==> src/rtl/tre_pkg.sv <==
package tre_pkg;

   localparam int MAX_PACKET   = 128;
   localparam int RESULT_LANES = 4;
   localparam int LANE_W       = $clog2(RESULT_LANES);
   localparam int PIXEL_W      = 32;
   localparam int COUNT_W      = 8;
   localparam int PBYTES_W     = 3;
   localparam int PCOUNT_W     = 3;
   localparam int HEADER_W     = 8;
   localparam int CSR_INDEX_W  = 1;
   localparam int CSR_DATA_W   = 3;
   localparam int CMD_FIFO_DEPTH = 4;

   localparam logic [HEADER_W-1:0]    RUN_HDR_BASE = 8'h80;
   localparam logic [CSR_INDEX_W-1:0] CSR_RLE_ENABLE  = 1'd0;
   localparam logic [CSR_INDEX_W-1:0] CSR_PIXEL_BYTES = 1'd1;
   localparam logic [PBYTES_W-1:0]    PIXEL_BYTES_RESET = 3'd3;

   typedef enum logic [1:0] {
      CMD_PASS,
      CMD_RUN,
      CMD_ENDROW
   } cmd_op_type;

   typedef struct packed {
      cmd_op_type           op;
      logic [PIXEL_W-1:0]   pixel;
      logic [COUNT_W-1:0]   count;
      logic                 is_final;
   } cmd_type;

   typedef struct packed {
      logic                                   has_header;
      logic [HEADER_W-1:0]                    header_byte;
      logic [PCOUNT_W-1:0]                    pixel_count;
      logic [RESULT_LANES-1:0][PIXEL_W-1:0]   pixels;
      logic                                   final_item;
   } rsp_type;

   function automatic logic [PIXEL_W-1:0] byte_mask(input logic [PBYTES_W-1:0] pb);
      logic [PIXEL_W-1:0] m;
      case (pb) inside
         3'd0, 3'd1: m = 32'h0000_00FF;
         3'd2:       m = 32'h0000_FFFF;
         3'd3:       m = 32'h00FF_FFFF;
         default:    m = 32'hFFFF_FFFF;
      endcase
      return m;
   endfunction

endpackage

==> src/rtl/tre_if.sv <==
interface tre_req_if;
   logic                         valid;
   logic                         ready;
   logic [tre_pkg::PIXEL_W-1:0]  pixel_value;
   logic                         row_end;

   modport source (output valid, output pixel_value, output row_end, input ready);
   modport sink   (input valid, input pixel_value, input row_end, output ready);
endinterface

interface tre_rsp_if;
   logic                          valid;
   logic                          ready;
   logic                          has_header;
   logic [tre_pkg::HEADER_W-1:0]  header_byte;
   logic [tre_pkg::PCOUNT_W-1:0]  pixel_count;
   logic [tre_pkg::PIXEL_W-1:0]   pixel_a;
   logic [tre_pkg::PIXEL_W-1:0]   pixel_b;
   logic [tre_pkg::PIXEL_W-1:0]   pixel_c;
   logic [tre_pkg::PIXEL_W-1:0]   pixel_d;
   logic                          final_item;

   modport source (output valid, output has_header, output header_byte, output pixel_count,
                   output pixel_a, output pixel_b, output pixel_c, output pixel_d,
                   output final_item, input ready);
   modport sink   (input valid, input has_header, input header_byte, input pixel_count,
                   input pixel_a, input pixel_b, input pixel_c, input pixel_d,
                   input final_item, output ready);
endinterface

==> src/rtl/tga_rle_row_encoder.sv <==
// channel   dir  payload                                            handshake
// req_chan  in   pixel_value[31:0], row_end                         valid/ready
// rsp_chan  out  has_header, header_byte[7:0], pixel_count[2:0],    valid/ready
//                pixel_a..pixel_d[31:0], final_item
// csr       in   csr_write_enable, csr_index[0], csr_write_data[2:0]  write only
//
// a pixel's up to three commands move into the command queue one per cycle while the
// queue has room, and the input takes no new pixel until all of them have moved in
// literal packets leave beat by beat, each a registered bank read, then the beat;
// a repeat or pass-through beat in the back end is: take command, then beat
// synchronous reset clears runs, counts, queue and output; rle on, 3 bytes per pixel
// either side stalls independently through the command queue and the output register
module tga_rle_row_encoder #(
   parameter int MAX_PACKET = tre_pkg::MAX_PACKET
) (
   input  logic                              clock,
   input  logic                              reset,
   tre_req_if.sink                           req_chan,
   tre_rsp_if.source                         rsp_chan,
   input  logic                              csr_write_enable,
   input  logic [tre_pkg::CSR_INDEX_W-1:0]   csr_index,
   input  logic [tre_pkg::CSR_DATA_W-1:0]    csr_write_data
);

   logic                          rle_enable_ff, rle_enable_in;
   logic [tre_pkg::PBYTES_W-1:0]  pixel_bytes_ff, pixel_bytes_in;

   logic                          f_cmd_valid, f_cmd_ready;
   tre_pkg::cmd_type              f_cmd;
   logic                          b_cmd_valid, b_cmd_ready;
   tre_pkg::cmd_type              b_cmd;
   tre_pkg::rsp_type              rsp;

   always_comb begin
      rle_enable_in  = rle_enable_ff;
      pixel_bytes_in = pixel_bytes_ff;
      if (csr_write_enable) begin
         case (csr_index)
            tre_pkg::CSR_RLE_ENABLE:  rle_enable_in  = csr_write_data[0];
            tre_pkg::CSR_PIXEL_BYTES: pixel_bytes_in = csr_write_data[tre_pkg::PBYTES_W-1:0];
            default: begin
               rle_enable_in = rle_enable_ff;
            end
         endcase
      end
   end

   always_ff @(posedge clock) begin
      if (reset) begin
         rle_enable_ff  <= 1'b1;
         pixel_bytes_ff <= tre_pkg::PIXEL_BYTES_RESET;
      end else begin
         rle_enable_ff  <= rle_enable_in;
         pixel_bytes_ff <= pixel_bytes_in;
      end
   end

   tre_front #(.MAX_PACKET(MAX_PACKET)) u_front (
      .clock       (clock),
      .reset       (reset),
      .req_valid   (req_chan.valid),
      .req_ready   (req_chan.ready),
      .req_pixel   (req_chan.pixel_value),
      .req_row_end (req_chan.row_end),
      .rle_enable  (rle_enable_ff),
      .pixel_bytes (pixel_bytes_ff),
      .cmd_valid   (f_cmd_valid),
      .cmd_ready   (f_cmd_ready),
      .cmd         (f_cmd)
   );

   tre_cmd_fifo #(.DEPTH(tre_pkg::CMD_FIFO_DEPTH)) u_cmd_fifo (
      .clock      (clock),
      .reset      (reset),
      .push_valid (f_cmd_valid),
      .push_ready (f_cmd_ready),
      .push_cmd   (f_cmd),
      .pop_valid  (b_cmd_valid),
      .pop_ready  (b_cmd_ready),
      .pop_cmd    (b_cmd)
   );

   tre_back #(.MAX_PACKET(MAX_PACKET)) u_back (
      .clock     (clock),
      .reset     (reset),
      .cmd_valid (b_cmd_valid),
      .cmd_ready (b_cmd_ready),
      .cmd       (b_cmd),
      .rsp_valid (rsp_chan.valid),
      .rsp_ready (rsp_chan.ready),
      .rsp       (rsp)
   );

   assign rsp_chan.has_header  = rsp.has_header;
   assign rsp_chan.header_byte = rsp.header_byte;
   assign rsp_chan.pixel_count = rsp.pixel_count;
   assign rsp_chan.pixel_a     = rsp.pixels[0];
   assign rsp_chan.pixel_b     = rsp.pixels[1];
   assign rsp_chan.pixel_c     = rsp.pixels[2];
   assign rsp_chan.pixel_d     = rsp.pixels[3];
   assign rsp_chan.final_item  = rsp.final_item;

endmodule

==> src/rtl/tre_front.sv <==
module tre_front #(
   parameter int MAX_PACKET = tre_pkg::MAX_PACKET
) (
   input  logic                            clock,
   input  logic                            reset,
   input  logic                            req_valid,
   output logic                            req_ready,
   input  logic [tre_pkg::PIXEL_W-1:0]     req_pixel,
   input  logic                            req_row_end,
   input  logic                            rle_enable,
   input  logic [tre_pkg::PBYTES_W-1:0]    pixel_bytes,
   output logic                            cmd_valid,
   input  logic                            cmd_ready,
   output tre_pkg::cmd_type                cmd
);

   localparam int CW = tre_pkg::COUNT_W;
   localparam logic [CW-1:0] MAX_C = CW'(MAX_PACKET);

   logic [tre_pkg::PIXEL_W-1:0] run_pixel_ff, run_pixel_in;
   logic [CW-1:0]               run_count_ff, run_count_in;
   logic [CW-1:0]               lit_count_ff, lit_count_in;
   tre_pkg::cmd_type            pend_ff [3];
   tre_pkg::cmd_type            pend_in [3];
   logic [2:0]                  pend_valid_ff, pend_valid_in;

   logic [tre_pkg::PIXEL_W-1:0] p;
   logic                        same, close_old, old_big, out1, out2, out3;
   logic [CW-1:0]               lit1, lit2, rc;
   logic                        accept;

   assign req_ready = (pend_valid_ff == 3'b000);
   assign accept    = req_valid && req_ready;

   // walk the open run and literal count through this pixel's closes
   always_comb begin
      p         = req_pixel & tre_pkg::byte_mask(pixel_bytes);
      same      = (run_count_ff != '0) && (p == run_pixel_ff) && (run_count_ff < MAX_C);
      close_old = !same && (run_count_ff != '0);
      old_big   = (run_count_ff >= CW'(2));
      out1      = close_old && (old_big || (lit_count_ff + 1'b1 == MAX_C));
      if (!close_old) begin
         lit1 = lit_count_ff;
      end else if (out1) begin
         lit1 = '0;
      end else begin
         lit1 = lit_count_ff + 1'b1;
      end
      rc   = same ? run_count_ff + 1'b1 : CW'(1);
      out2 = (rc >= CW'(2)) || (lit1 + 1'b1 == MAX_C);
      lit2 = out2 ? '0 : lit1 + 1'b1;
      out3 = (lit2 != '0);
   end

   always_comb begin
      run_pixel_in  = run_pixel_ff;
      run_count_in  = run_count_ff;
      lit_count_in  = lit_count_ff;
      pend_in       = pend_ff;
      pend_valid_in = pend_valid_ff;
      cmd_valid     = (pend_valid_ff != 3'b000);
      cmd           = pend_ff[0];

      if (pend_valid_ff[0]) begin
         cmd = pend_ff[0];
         if (cmd_ready) pend_valid_in[0] = 1'b0;
      end else if (pend_valid_ff[1]) begin
         cmd = pend_ff[1];
         if (cmd_ready) pend_valid_in[1] = 1'b0;
      end else begin
         cmd = pend_ff[2];
         if (cmd_ready) pend_valid_in[2] = 1'b0;
      end

      if (accept) begin
         if (!rle_enable) begin
            pend_in[0]    = '{op: tre_pkg::CMD_PASS, pixel: p, count: CW'(1), is_final: 1'b1};
            pend_valid_in = 3'b001;
         end else begin
            pend_in[0] = '{op: tre_pkg::CMD_RUN, pixel: run_pixel_ff, count: run_count_ff,
                           is_final: out1 && !(req_row_end && (out2 || out3))};
            pend_in[1] = '{op: tre_pkg::CMD_RUN, pixel: p, count: rc,
                           is_final: out2 && !out3};
            pend_in[2] = '{op: tre_pkg::CMD_ENDROW, pixel: p, count: lit2,
                           is_final: 1'b1};
            pend_valid_in = {req_row_end && out3, req_row_end, close_old};
            run_pixel_in  = p;
            run_count_in  = req_row_end ? '0 : rc;
            lit_count_in  = req_row_end ? '0 : lit1;
         end
      end
   end

   always_ff @(posedge clock) begin
      if (reset) begin
         run_pixel_ff  <= '0;
         run_count_ff  <= '0;
         lit_count_ff  <= '0;
         pend_valid_ff <= '0;
      end else begin
         run_pixel_ff  <= run_pixel_in;
         run_count_ff  <= run_count_in;
         lit_count_ff  <= lit_count_in;
         pend_valid_ff <= pend_valid_in;
      end
      pend_ff <= pend_in;
   end

endmodule

==> src/rtl/tre_cmd_fifo.sv <==
module tre_cmd_fifo #(
   parameter int DEPTH = tre_pkg::CMD_FIFO_DEPTH
) (
   input  logic               clock,
   input  logic               reset,
   input  logic               push_valid,
   output logic               push_ready,
   input  tre_pkg::cmd_type   push_cmd,
   output logic               pop_valid,
   input  logic               pop_ready,
   output tre_pkg::cmd_type   pop_cmd
);

   localparam int PTR_W = (DEPTH > 1) ? $clog2(DEPTH) : 1;
   localparam int CNT_W = $clog2(DEPTH + 1);

   tre_pkg::cmd_type  q_ff [DEPTH];
   logic [PTR_W-1:0]  wr_ptr_ff, wr_ptr_in;
   logic [PTR_W-1:0]  rd_ptr_ff, rd_ptr_in;
   logic [CNT_W-1:0]  count_ff, count_in;
   logic              do_push, do_pop;

   assign push_ready = (count_ff != CNT_W'(DEPTH));
   assign pop_valid  = (count_ff != '0);
   assign pop_cmd    = q_ff[rd_ptr_ff];
   assign do_push    = push_valid && push_ready;
   assign do_pop     = pop_valid && pop_ready;

   always_comb begin
      wr_ptr_in = wr_ptr_ff;
      rd_ptr_in = rd_ptr_ff;
      if (do_push) begin
         wr_ptr_in = (wr_ptr_ff == PTR_W'(DEPTH - 1)) ? '0 : wr_ptr_ff + 1'b1;
      end
      if (do_pop) begin
         rd_ptr_in = (rd_ptr_ff == PTR_W'(DEPTH - 1)) ? '0 : rd_ptr_ff + 1'b1;
      end
      count_in = count_ff + CNT_W'(do_push) - CNT_W'(do_pop);
   end

   always_ff @(posedge clock) begin
      if (reset) begin
         wr_ptr_ff <= '0;
         rd_ptr_ff <= '0;
         count_ff  <= '0;
      end else begin
         wr_ptr_ff <= wr_ptr_in;
         rd_ptr_ff <= rd_ptr_in;
         count_ff  <= count_in;
      end
      if (do_push) q_ff[wr_ptr_ff] <= push_cmd;
   end

endmodule

==> src/rtl/tre_back.sv <==
module tre_back #(
   parameter int MAX_PACKET = tre_pkg::MAX_PACKET
) (
   input  logic               clock,
   input  logic               reset,
   input  logic               cmd_valid,
   output logic               cmd_ready,
   input  tre_pkg::cmd_type   cmd,
   output logic               rsp_valid,
   input  logic               rsp_ready,
   output tre_pkg::rsp_type   rsp
);

   localparam int CW         = tre_pkg::COUNT_W;
   localparam int LANES      = tre_pkg::RESULT_LANES;
   localparam int LW         = tre_pkg::LANE_W;
   localparam int PW         = tre_pkg::PIXEL_W;
   localparam int BANK_DEPTH = (MAX_PACKET + LANES - 1) / LANES;
   localparam int ROW_W      = (BANK_DEPTH > 1) ? $clog2(BANK_DEPTH) : 1;
   localparam logic [CW-1:0] MAX_C = CW'(MAX_PACKET);

   typedef enum logic [1:0] {
      B_IDLE,
      B_READ,
      B_EMIT,
      B_SINGLE
   } back_state_type;

   back_state_type     state_ff, state_in;
   logic [CW-1:0]      lit_count_ff, lit_count_in;
   logic [CW-1:0]      fl_total_ff, fl_total_in;
   logic [ROW_W-1:0]   fl_row_ff, fl_row_in;
   logic               fl_final_ff, fl_final_in;
   logic               after_single_ff, after_single_in;
   tre_pkg::rsp_type   single_ff, single_in;
   logic               out_valid_ff, out_valid_in;
   tre_pkg::rsp_type   out_ff, out_in;

   logic [PW-1:0]      lit_mem [LANES][BANK_DEPTH];
   logic [PW-1:0]      rd_data_ff [LANES];
   logic               wr_en, rd_en;
   logic [LW-1:0]      wr_lane;
   logic [ROW_W-1:0]   wr_row;

   logic               slot_free;
   logic [CW-1:0]      row_base, rem;
   logic               last_row;
   logic [tre_pkg::PCOUNT_W-1:0] lit_cnt;
   tre_pkg::rsp_type   lit_item;

   assign cmd_ready = (state_ff == B_IDLE);
   assign rsp_valid = out_valid_ff;
   assign rsp       = out_ff;
   assign slot_free = !out_valid_ff || rsp_ready;
   assign wr_lane   = lit_count_ff[LW-1:0];
   assign wr_row    = ROW_W'(lit_count_ff >> LW);

   // one literal beat from the registered bank row
   always_comb begin
      row_base = CW'(fl_row_ff) << LW;
      rem      = fl_total_ff - row_base;
      last_row = (rem <= CW'(LANES));
      lit_cnt  = last_row ? rem[tre_pkg::PCOUNT_W-1:0] : tre_pkg::PCOUNT_W'(LANES);
      lit_item.has_header  = (fl_row_ff == '0);
      lit_item.header_byte = (fl_row_ff == '0) ? tre_pkg::HEADER_W'(fl_total_ff - 1'b1) : '0;
      lit_item.pixel_count = lit_cnt;
      for (int l = 0; l < LANES; l++) begin
         lit_item.pixels[l] = (tre_pkg::PCOUNT_W'(l) < lit_cnt) ? rd_data_ff[l] : '0;
      end
      lit_item.final_item = fl_final_ff && !after_single_ff && last_row;
   end

   always_comb begin
      state_in        = state_ff;
      lit_count_in    = lit_count_ff;
      fl_total_in     = fl_total_ff;
      fl_row_in       = fl_row_ff;
      fl_final_in     = fl_final_ff;
      after_single_in = after_single_ff;
      single_in       = single_ff;
      out_valid_in    = out_valid_ff && !rsp_ready;
      out_in          = out_ff;
      wr_en           = 1'b0;
      rd_en           = 1'b0;

      case (state_ff)
         B_IDLE: begin
            if (cmd_valid) begin
               single_in             = '0;
               single_in.pixel_count = tre_pkg::PCOUNT_W'(1);
               single_in.pixels[0]   = cmd.pixel;
               single_in.final_item  = cmd.is_final;
               fl_row_in             = '0;
               case (cmd.op)
                  tre_pkg::CMD_PASS: begin
                     state_in = B_SINGLE;
                  end
                  tre_pkg::CMD_RUN: begin
                     if (cmd.count >= CW'(2)) begin
                        single_in.has_header  = 1'b1;
                        single_in.header_byte = tre_pkg::RUN_HDR_BASE + cmd.count - 1'b1;
                        if (lit_count_ff != '0) begin
                           fl_total_in     = lit_count_ff;
                           fl_final_in     = 1'b0;
                           after_single_in = 1'b1;
                           lit_count_in    = '0;
                           state_in        = B_READ;
                        end else begin
                           state_in = B_SINGLE;
                        end
                     end else begin
                        wr_en = 1'b1;
                        if (lit_count_ff + 1'b1 == MAX_C) begin
                           fl_total_in     = MAX_C;
                           fl_final_in     = cmd.is_final;
                           after_single_in = 1'b0;
                           lit_count_in    = '0;
                           state_in        = B_READ;
                        end else begin
                           lit_count_in = lit_count_ff + 1'b1;
                        end
                     end
                  end
                  tre_pkg::CMD_ENDROW: begin
                     if (lit_count_ff != '0) begin
                        fl_total_in     = lit_count_ff;
                        fl_final_in     = cmd.is_final;
                        after_single_in = 1'b0;
                        lit_count_in    = '0;
                        state_in        = B_READ;
                     end
                  end
                  default: begin
                     state_in = B_IDLE;
                  end
               endcase
            end
         end
         B_READ: begin
            rd_en    = 1'b1;
            state_in = B_EMIT;
         end
         B_EMIT: begin
            if (slot_free) begin
               out_valid_in = 1'b1;
               out_in       = lit_item;
               if (last_row) begin
                  state_in = after_single_ff ? B_SINGLE : B_IDLE;
               end else begin
                  fl_row_in = fl_row_ff + 1'b1;
                  state_in  = B_READ;
               end
            end
         end
         B_SINGLE: begin
            if (slot_free) begin
               out_valid_in = 1'b1;
               out_in       = single_ff;
               state_in     = B_IDLE;
            end
         end
         default: begin
            state_in = B_IDLE;
         end
      endcase
   end

   always_ff @(posedge clock) begin
      if (reset) begin
         state_ff     <= B_IDLE;
         lit_count_ff <= '0;
         out_valid_ff <= 1'b0;
      end else begin
         state_ff     <= state_in;
         lit_count_ff <= lit_count_in;
         out_valid_ff <= out_valid_in;
      end
      fl_total_ff     <= fl_total_in;
      fl_row_ff       <= fl_row_in;
      fl_final_ff     <= fl_final_in;
      after_single_ff <= after_single_in;
      single_ff       <= single_in;
      out_ff          <= out_in;
   end

   // literal buffer, one bank per result lane
   always_ff @(posedge clock) begin
      if (wr_en) lit_mem[wr_lane][wr_row] <= cmd.pixel;
      if (rd_en) begin
         for (int l = 0; l < LANES; l++) begin
            rd_data_ff[l] <= lit_mem[l][fl_row_ff];
         end
      end
   end

endmodule

==> src/flat_wrapper.sv <==
// flat-port wrapper written by rule: the top's interface ports become plain ports
module tga_rle_row_encoder_flat 
#(
   parameter int MAX_PACKET = tre_pkg::MAX_PACKET
)
  (clock, reset, csr_write_enable, csr_index, csr_write_data, req_chan_valid, req_chan_pixel_value, req_chan_row_end, req_chan_ready, rsp_chan_valid, rsp_chan_has_header, rsp_chan_header_byte, rsp_chan_pixel_count, rsp_chan_pixel_a, rsp_chan_pixel_b, rsp_chan_pixel_c, rsp_chan_pixel_d, rsp_chan_final_item, rsp_chan_ready);
  tre_req_if req_chan_i ();
  tre_rsp_if rsp_chan_i ();
  input  logic clock;
  input  logic reset;
  input  logic csr_write_enable;
  input  logic [tre_pkg::CSR_INDEX_W-1:0] csr_index;
  input  logic [tre_pkg::CSR_DATA_W-1:0] csr_write_data;
  input wire logic [$bits(req_chan_i.valid)-1:0] req_chan_valid;
  input wire logic [$bits(req_chan_i.pixel_value)-1:0] req_chan_pixel_value;
  input wire logic [$bits(req_chan_i.row_end)-1:0] req_chan_row_end;
  output wire logic [$bits(req_chan_i.ready)-1:0] req_chan_ready;
  output wire logic [$bits(rsp_chan_i.valid)-1:0] rsp_chan_valid;
  output wire logic [$bits(rsp_chan_i.has_header)-1:0] rsp_chan_has_header;
  output wire logic [$bits(rsp_chan_i.header_byte)-1:0] rsp_chan_header_byte;
  output wire logic [$bits(rsp_chan_i.pixel_count)-1:0] rsp_chan_pixel_count;
  output wire logic [$bits(rsp_chan_i.pixel_a)-1:0] rsp_chan_pixel_a;
  output wire logic [$bits(rsp_chan_i.pixel_b)-1:0] rsp_chan_pixel_b;
  output wire logic [$bits(rsp_chan_i.pixel_c)-1:0] rsp_chan_pixel_c;
  output wire logic [$bits(rsp_chan_i.pixel_d)-1:0] rsp_chan_pixel_d;
  output wire logic [$bits(rsp_chan_i.final_item)-1:0] rsp_chan_final_item;
  input wire logic [$bits(rsp_chan_i.ready)-1:0] rsp_chan_ready;
  assign req_chan_i.valid = req_chan_valid;
  assign req_chan_i.pixel_value = req_chan_pixel_value;
  assign req_chan_i.row_end = req_chan_row_end;
  assign req_chan_ready = req_chan_i.ready;
  assign rsp_chan_valid = rsp_chan_i.valid;
  assign rsp_chan_has_header = rsp_chan_i.has_header;
  assign rsp_chan_header_byte = rsp_chan_i.header_byte;
  assign rsp_chan_pixel_count = rsp_chan_i.pixel_count;
  assign rsp_chan_pixel_a = rsp_chan_i.pixel_a;
  assign rsp_chan_pixel_b = rsp_chan_i.pixel_b;
  assign rsp_chan_pixel_c = rsp_chan_i.pixel_c;
  assign rsp_chan_pixel_d = rsp_chan_i.pixel_d;
  assign rsp_chan_final_item = rsp_chan_i.final_item;
  assign rsp_chan_i.ready = rsp_chan_ready;
  tga_rle_row_encoder #(.MAX_PACKET(MAX_PACKET)) u_core (.clock(clock), .reset(reset), .req_chan(req_chan_i), .rsp_chan(rsp_chan_i), .csr_write_enable(csr_write_enable), .csr_index(csr_index), .csr_write_data(csr_write_data));
endmodule
==> config.mk <==
export PLATFORM = sky130hd
export DESIGN_NAME = tga_rle_row_encoder_flat
export DESIGN_NICKNAME = d
export VERILOG_FILES = /design/src/rtl/tre_pkg.sv /design/src/rtl/tre_if.sv /design/src/rtl/tga_rle_row_encoder.sv /design/src/rtl/tre_front.sv /design/src/rtl/tre_cmd_fifo.sv /design/src/rtl/tre_back.sv /design/src/flat_wrapper.sv
export SDC_FILE = /design/constraint.sdc
export NUM_CORES = 2
export LEC_CHECK = 0
export BUFFER_PORTS_ARGS = -buffer_cell sky130_fd_sc_hd__buf_2
export CORE_ASPECT_RATIO = 0.75
export CORE_MARGIN = 2
export CORE_UTILIZATION = 60
export CTS_CLUSTER_SIZE = 10
export DETAILED_ROUTE_END_ITERATION = 7
export GPL_ROUTABILITY_DRIVEN = 1
export PLACE_DENSITY = 0.76
export SETUP_SLACK_MARGIN = 0.3
export SKIP_CTS_REPAIR_TIMING = 1
export SLEW_MARGIN = 20
export SYNTH_ARGS = -nofsm -noshare
export SYNTH_HDL_FRONTEND = slang
export SYNTH_MEMORY_MAX_BITS = 65536
export SYNTH_SLANG_ARGS = --single-unit
==> constraint.sdc <==
create_clock -name clock -period 21 [get_ports clock]
set_input_delay 2.1 -clock clock [delete_from_list [all_inputs] [get_ports clock]]
set_output_delay 2.1 -clock clock [all_outputs]
set_load 0.05 [all_outputs]
==> results.md <==
* Worst-skew pair later-pin latency at 0.94 ns
* Post-synthesis cell count at 8,021
* VDD IR max at 185 uV
* Crit-path slowest cell: or4_1
* Distinct cells, synth at 73
* Ys flop type: edfxtp_1
* Met3 Resource Use GR at 6.85%
* Count leader, synth: edfxtp_1
* CP required at 21.66 ns
* Antenna-violating nets left at 0
* Die height at 481 microns
* Synth Warn # at 0
* RSZ-0062 raised after global routing: false
* Final core utilization at 67.9%
* Slew margin rel. at 21.3%
* Fin. max-slew vios at 0
* Residual DRC at 0
* Number of core rows at 174
* Crit path DAT at 6.69 ns
* Area post-placement at 189,000 sq um
* Met2 Use GR at 50.4%
* Fin Clk Skew at 0.0531 ns
* IO Pins at 185
* Worst r2r src: u_core.u_back.fl_row_ff[0]
* Crit path cell chain: buf_2 -> xor2_1 -> nor4_1 -> and3_1 -> nand4_1 -> or4_1 -> nand3_1 -> o21ai_0 -> ha_1 -> a21oi_1 -> a41o_1 -> a21oi_1 -> a2111o_1 -> a2111oi_4 -> nor3b_1
* Setup Total Neg Slack at 0 ns
* Core area at 300,000 sq um
* Fmax at 0.166 GHz
* Final instance area at 204,000 sq um
* Layout cell share with drive strength beyond 1 at 29.5%
* Leak Pwr at 63.9 nW
* Largest net degree at the start of global routing at 142
* Total gr overflow at 0
* Area contributors post-synth: edfxtp_1 (77%), mux4_2 (16%), nand2_1 (1.2%)
* IO buf count at 184
* Detailed-router iteration count before antenna repair at 6
* Root buffer cell: clkbuf_16
* PD cells at 140 nW/um^2
* Clk buf depth at 4
* Vias in the first global route at 93,000
* Top cell type's share of synthesized area at 77.4%
* Final #Nets at 8,662
* Total GRT Usage at 31.7%
* Post-Syn Nets at 8,097
* Seq cells post-synth at 4,760
* Area of the die at 307,000 sq um
* Reg2Reg Depth at 9
* CP most frequent cell: a21oi_1
* Clock sink count at 4,760
* EDFF count, synth at 4,685
* Met1 GRT Util at 44.4%
* Delay-heaviest family, CP: simple AND/OR/NAND/NOR gates
* Post-Route WL at 482,000 microns
* Final Hold Vio Count at 0
* Clock Pin Slew Worst Setup and Hold Paths at 0.05 ns
* Busiest layer in global routing: met2
* First-pass GRT wire length at 685,000 microns
* Die W at 640 microns
* CP bufs+invs at 1
* Initial core utilization at 60.5%
* Slew @ Worst Pin at 1.17 ns
* Pre-CTS setup slack at 14.26 ns
* Ys async rst share at 0%
* WS Path Type: input pin to register
* Wire per inst at 38.2 microns
* Register area share after synthesis at 78.2%
* WHS Endpoint: u_core.u_front.run_pixel_ff[1]
* Via count at 91,100
* Register-to-register setup slack at 15.12 ns
* CP Depth at 15
* RePlAce Congestion at 0.868
* Crit start category: input pin
* Final setup fails at 0
* RR Endpoint: u_core.u_back.rd_data_ff[1][31]
* Hold Path Origin: u_core.u_front.run_pixel_ff[1]
* Status: finished clean
* Area leader, netlist: edfxtp_1
* H-tree Lvls at 6
* Vias/cell at 7.20
* Area grow syn2layout at 12.2%
* CP Capture Type: register
* Antenna violations before repair at 22
* CTS buffer count at 552
* HPWL after DPL at 225,000 microns
* Synth cell count leaders: edfxtp_1 (4,685), mux4_2 (1,323), nand2_1 (568), clkbuf_1 (272), nor2_1 (236)
* CP Max Fanout at 18
* Cell Area, Synth at 182,000 sq um
* Crit share post-route at 28.7%
* CTS tree: done
* Initial drt markers at 16,200
* Hold path depth at 2
* Fin worst setup slack at 14.97 ns
* Slowest Stage Delay on Critical Path at 0.94 ns
* Fin crit period at 6.03 ns
* Synthesized area per cell at 22.7 sq um
* Min-Delay Path Class: register to register
* MaxCap Viol Count at 0
## layer usage
| layer | share of wire (%) | routed length, microns | vias to the layer above |
|---|---|---|---|
| li1 | - | - | 34400 |
| met1 | 35 | 169000 | 47800 |
| met2 | 49 | 236000 | 7857 |
| met3 | 12 | 59700 | 1099 |
| met4 | 3.6 | 17600 | 10 |
| met5 | 0.015 | 72 | - |
## layout make-up
class	instances	area, sq um
Clock buffer	618	14500
Antenna cell	7	17.5
Sequential cell	4760	142000
Fill cell	17300	96600
Inverter	45	181
Timing Repair Buffer	424	2900
Tap cell	3960	4950
Clock inverter	28	258
Multi-Input combinational cell	2803	38900
## logic make-up (layout without fill, tap and decap cells)
group,Yosys count,in the layout,synth area share (%)
flip-flops,4760,4760,78.2
XOR/XNOR,49,49,0.236
adder cells (fa/ha/maj),34,34,0.242
buffers and inverters,458,1115,0.960
AO/OA/AOI/OAI,238,238,0.877
AND/OR/NAND/NOR,1090,1090,2.64
multiplexers,1392,1392,16.8
other,0,7,0
## metrics by stage
stage	cells	hold WS, ns	power, mW
final	12600	0.487	28.5
after global routing	12600	0.513	29.2
after CTS	12600	0.487	28.5
after detailed placement	12000	0.480	20.0
after global placement	12000	0.465	19.8
after floorplan	8021	0.406	17.6
## cells in the final DEF, fill, tap and decap left out, types with 5 or more instances in the layout
| cell | Yosys | routed |
|---|---|---|
| or3_1 | 7 | 7 |
| inv_6 | 0 | 21 |
| o31ai_1 | 8 | 8 |
| and3_2 | 0 | 9 |
| clkbuf_16 | 0 | 573 |
| and3_1 | 19 | 8 |
| ha_1 | 32 | 32 |
| nand3b_1 | 11 | 11 |
| nor2_1 | 236 | 123 |
| nand3_1 | 28 | 28 |
| dfxtp_1 | 75 | 71 |
| buf_12 | 0 | 10 |
| a31oi_1 | 10 | 10 |
| a22oi_1 | 16 | 16 |
| nand2b_1 | 11 | 11 |
| mux4_4 | 0 | 32 |
| o21ai_0 | 49 | 49 |
| a22o_1 | 34 | 34 |
| buf_2 | 5 | 184 |
| and2_2 | 0 | 6 |
| xnor2_1 | 29 | 29 |
| a21oi_1 | 74 | 71 |
| buf_4 | 1 | 224 |
| nor2b_1 | 13 | 11 |
| mux2i_1 | 13 | 13 |
| nand2_1 | 568 | 566 |
| diode_2 | 0 | 7 |
| nor2_4 | 0 | 113 |
| edfxtp_1 | 4685 | 4685 |
| nor3_1 | 26 | 23 |
| mux2_2 | 56 | 56 |
| o22ai_1 | 5 | 5 |
| xor2_1 | 20 | 20 |
| a21o_1 | 5 | 5 |
| nand4_1 | 9 | 9 |
| mux4_2 | 1323 | 1291 |
| clkbuf_1 | 272 | 45 |
| inv_1 | 44 | 42 |
| and2_1 | 137 | 127 |
## flip-flops by register name (all words and copies together) (netlist names), 2 cells and up, named ones only
register and count:
u_core.u_back.rd_data_ff 128, u_core.u_back.fl_total_ff 8, u_core.u_back.lit_count_ff 8, u_core.u_front.run_pixel_ff 32, u_core.u_front.lit_count_ff 8, u_core.u_front.pend_ff 91
u_core.u_cmd_fifo.rd_ptr_ff 2, u_core.u_back.rsp 141, u_core.u_back.fl_row_ff 5, u_core.u_back.lit_mem 4096, u_core.u_back.single_ff 42, u_core.u_cmd_fifo.q_ff 172
u_core.pixel_bytes_ff 3, u_core.u_front.pend_valid_ff 3, u_core.u_cmd_fifo.wr_ptr_ff 2, u_core.u_back.state_ff 2, u_core.u_cmd_fifo.count_ff 3, u_core.u_front.run_count_ff 8
## where the power goes
group | internal, mW | switching, mW | total, mW
sequential | 12.3 | 0.142 | 12.5
combinational | 2.72 | 4.90 | 7.62
clock | 4.84 | 3.56 | 8.40
total | 19.9 | 8.61 | 28.5
## worst register-to-register path, delay by kind of cell (launching register included)
kind | cells | cell delay, ns
flip-flops | 1 | 0.39
buffers and inverters | 5 | 3.88
multiplexers | 2 | 1.10
AND/OR/NAND/NOR | 2 | 0.26
## worst max path at each step
stage	start	to	slack, ns
2_1_floorplan	rsp_chan_ready	u_core.u_back.rsp[0]	11.93
3_3_place_gp	req_chan_pixel_value[7]	u_core.u_front.pend_ff[2]	14.38
3_5_place_dp	req_chan_pixel_value[7]	u_core.u_front.pend_ff[2]	14.26
4_1_cts	u_core.u_back.fl_row_ff[0]	u_core.u_back.rd_data_ff[1][31]	14.68
5_1_grt	u_core.u_back.fl_row_ff[0]	u_core.u_back.rd_data_ff[1][31]	14.60
6_report	req_chan_pixel_value[7]	u_core.u_front.pend_ff[2]	14.97
Note: power is estimated with default switching activity, not from simulation.
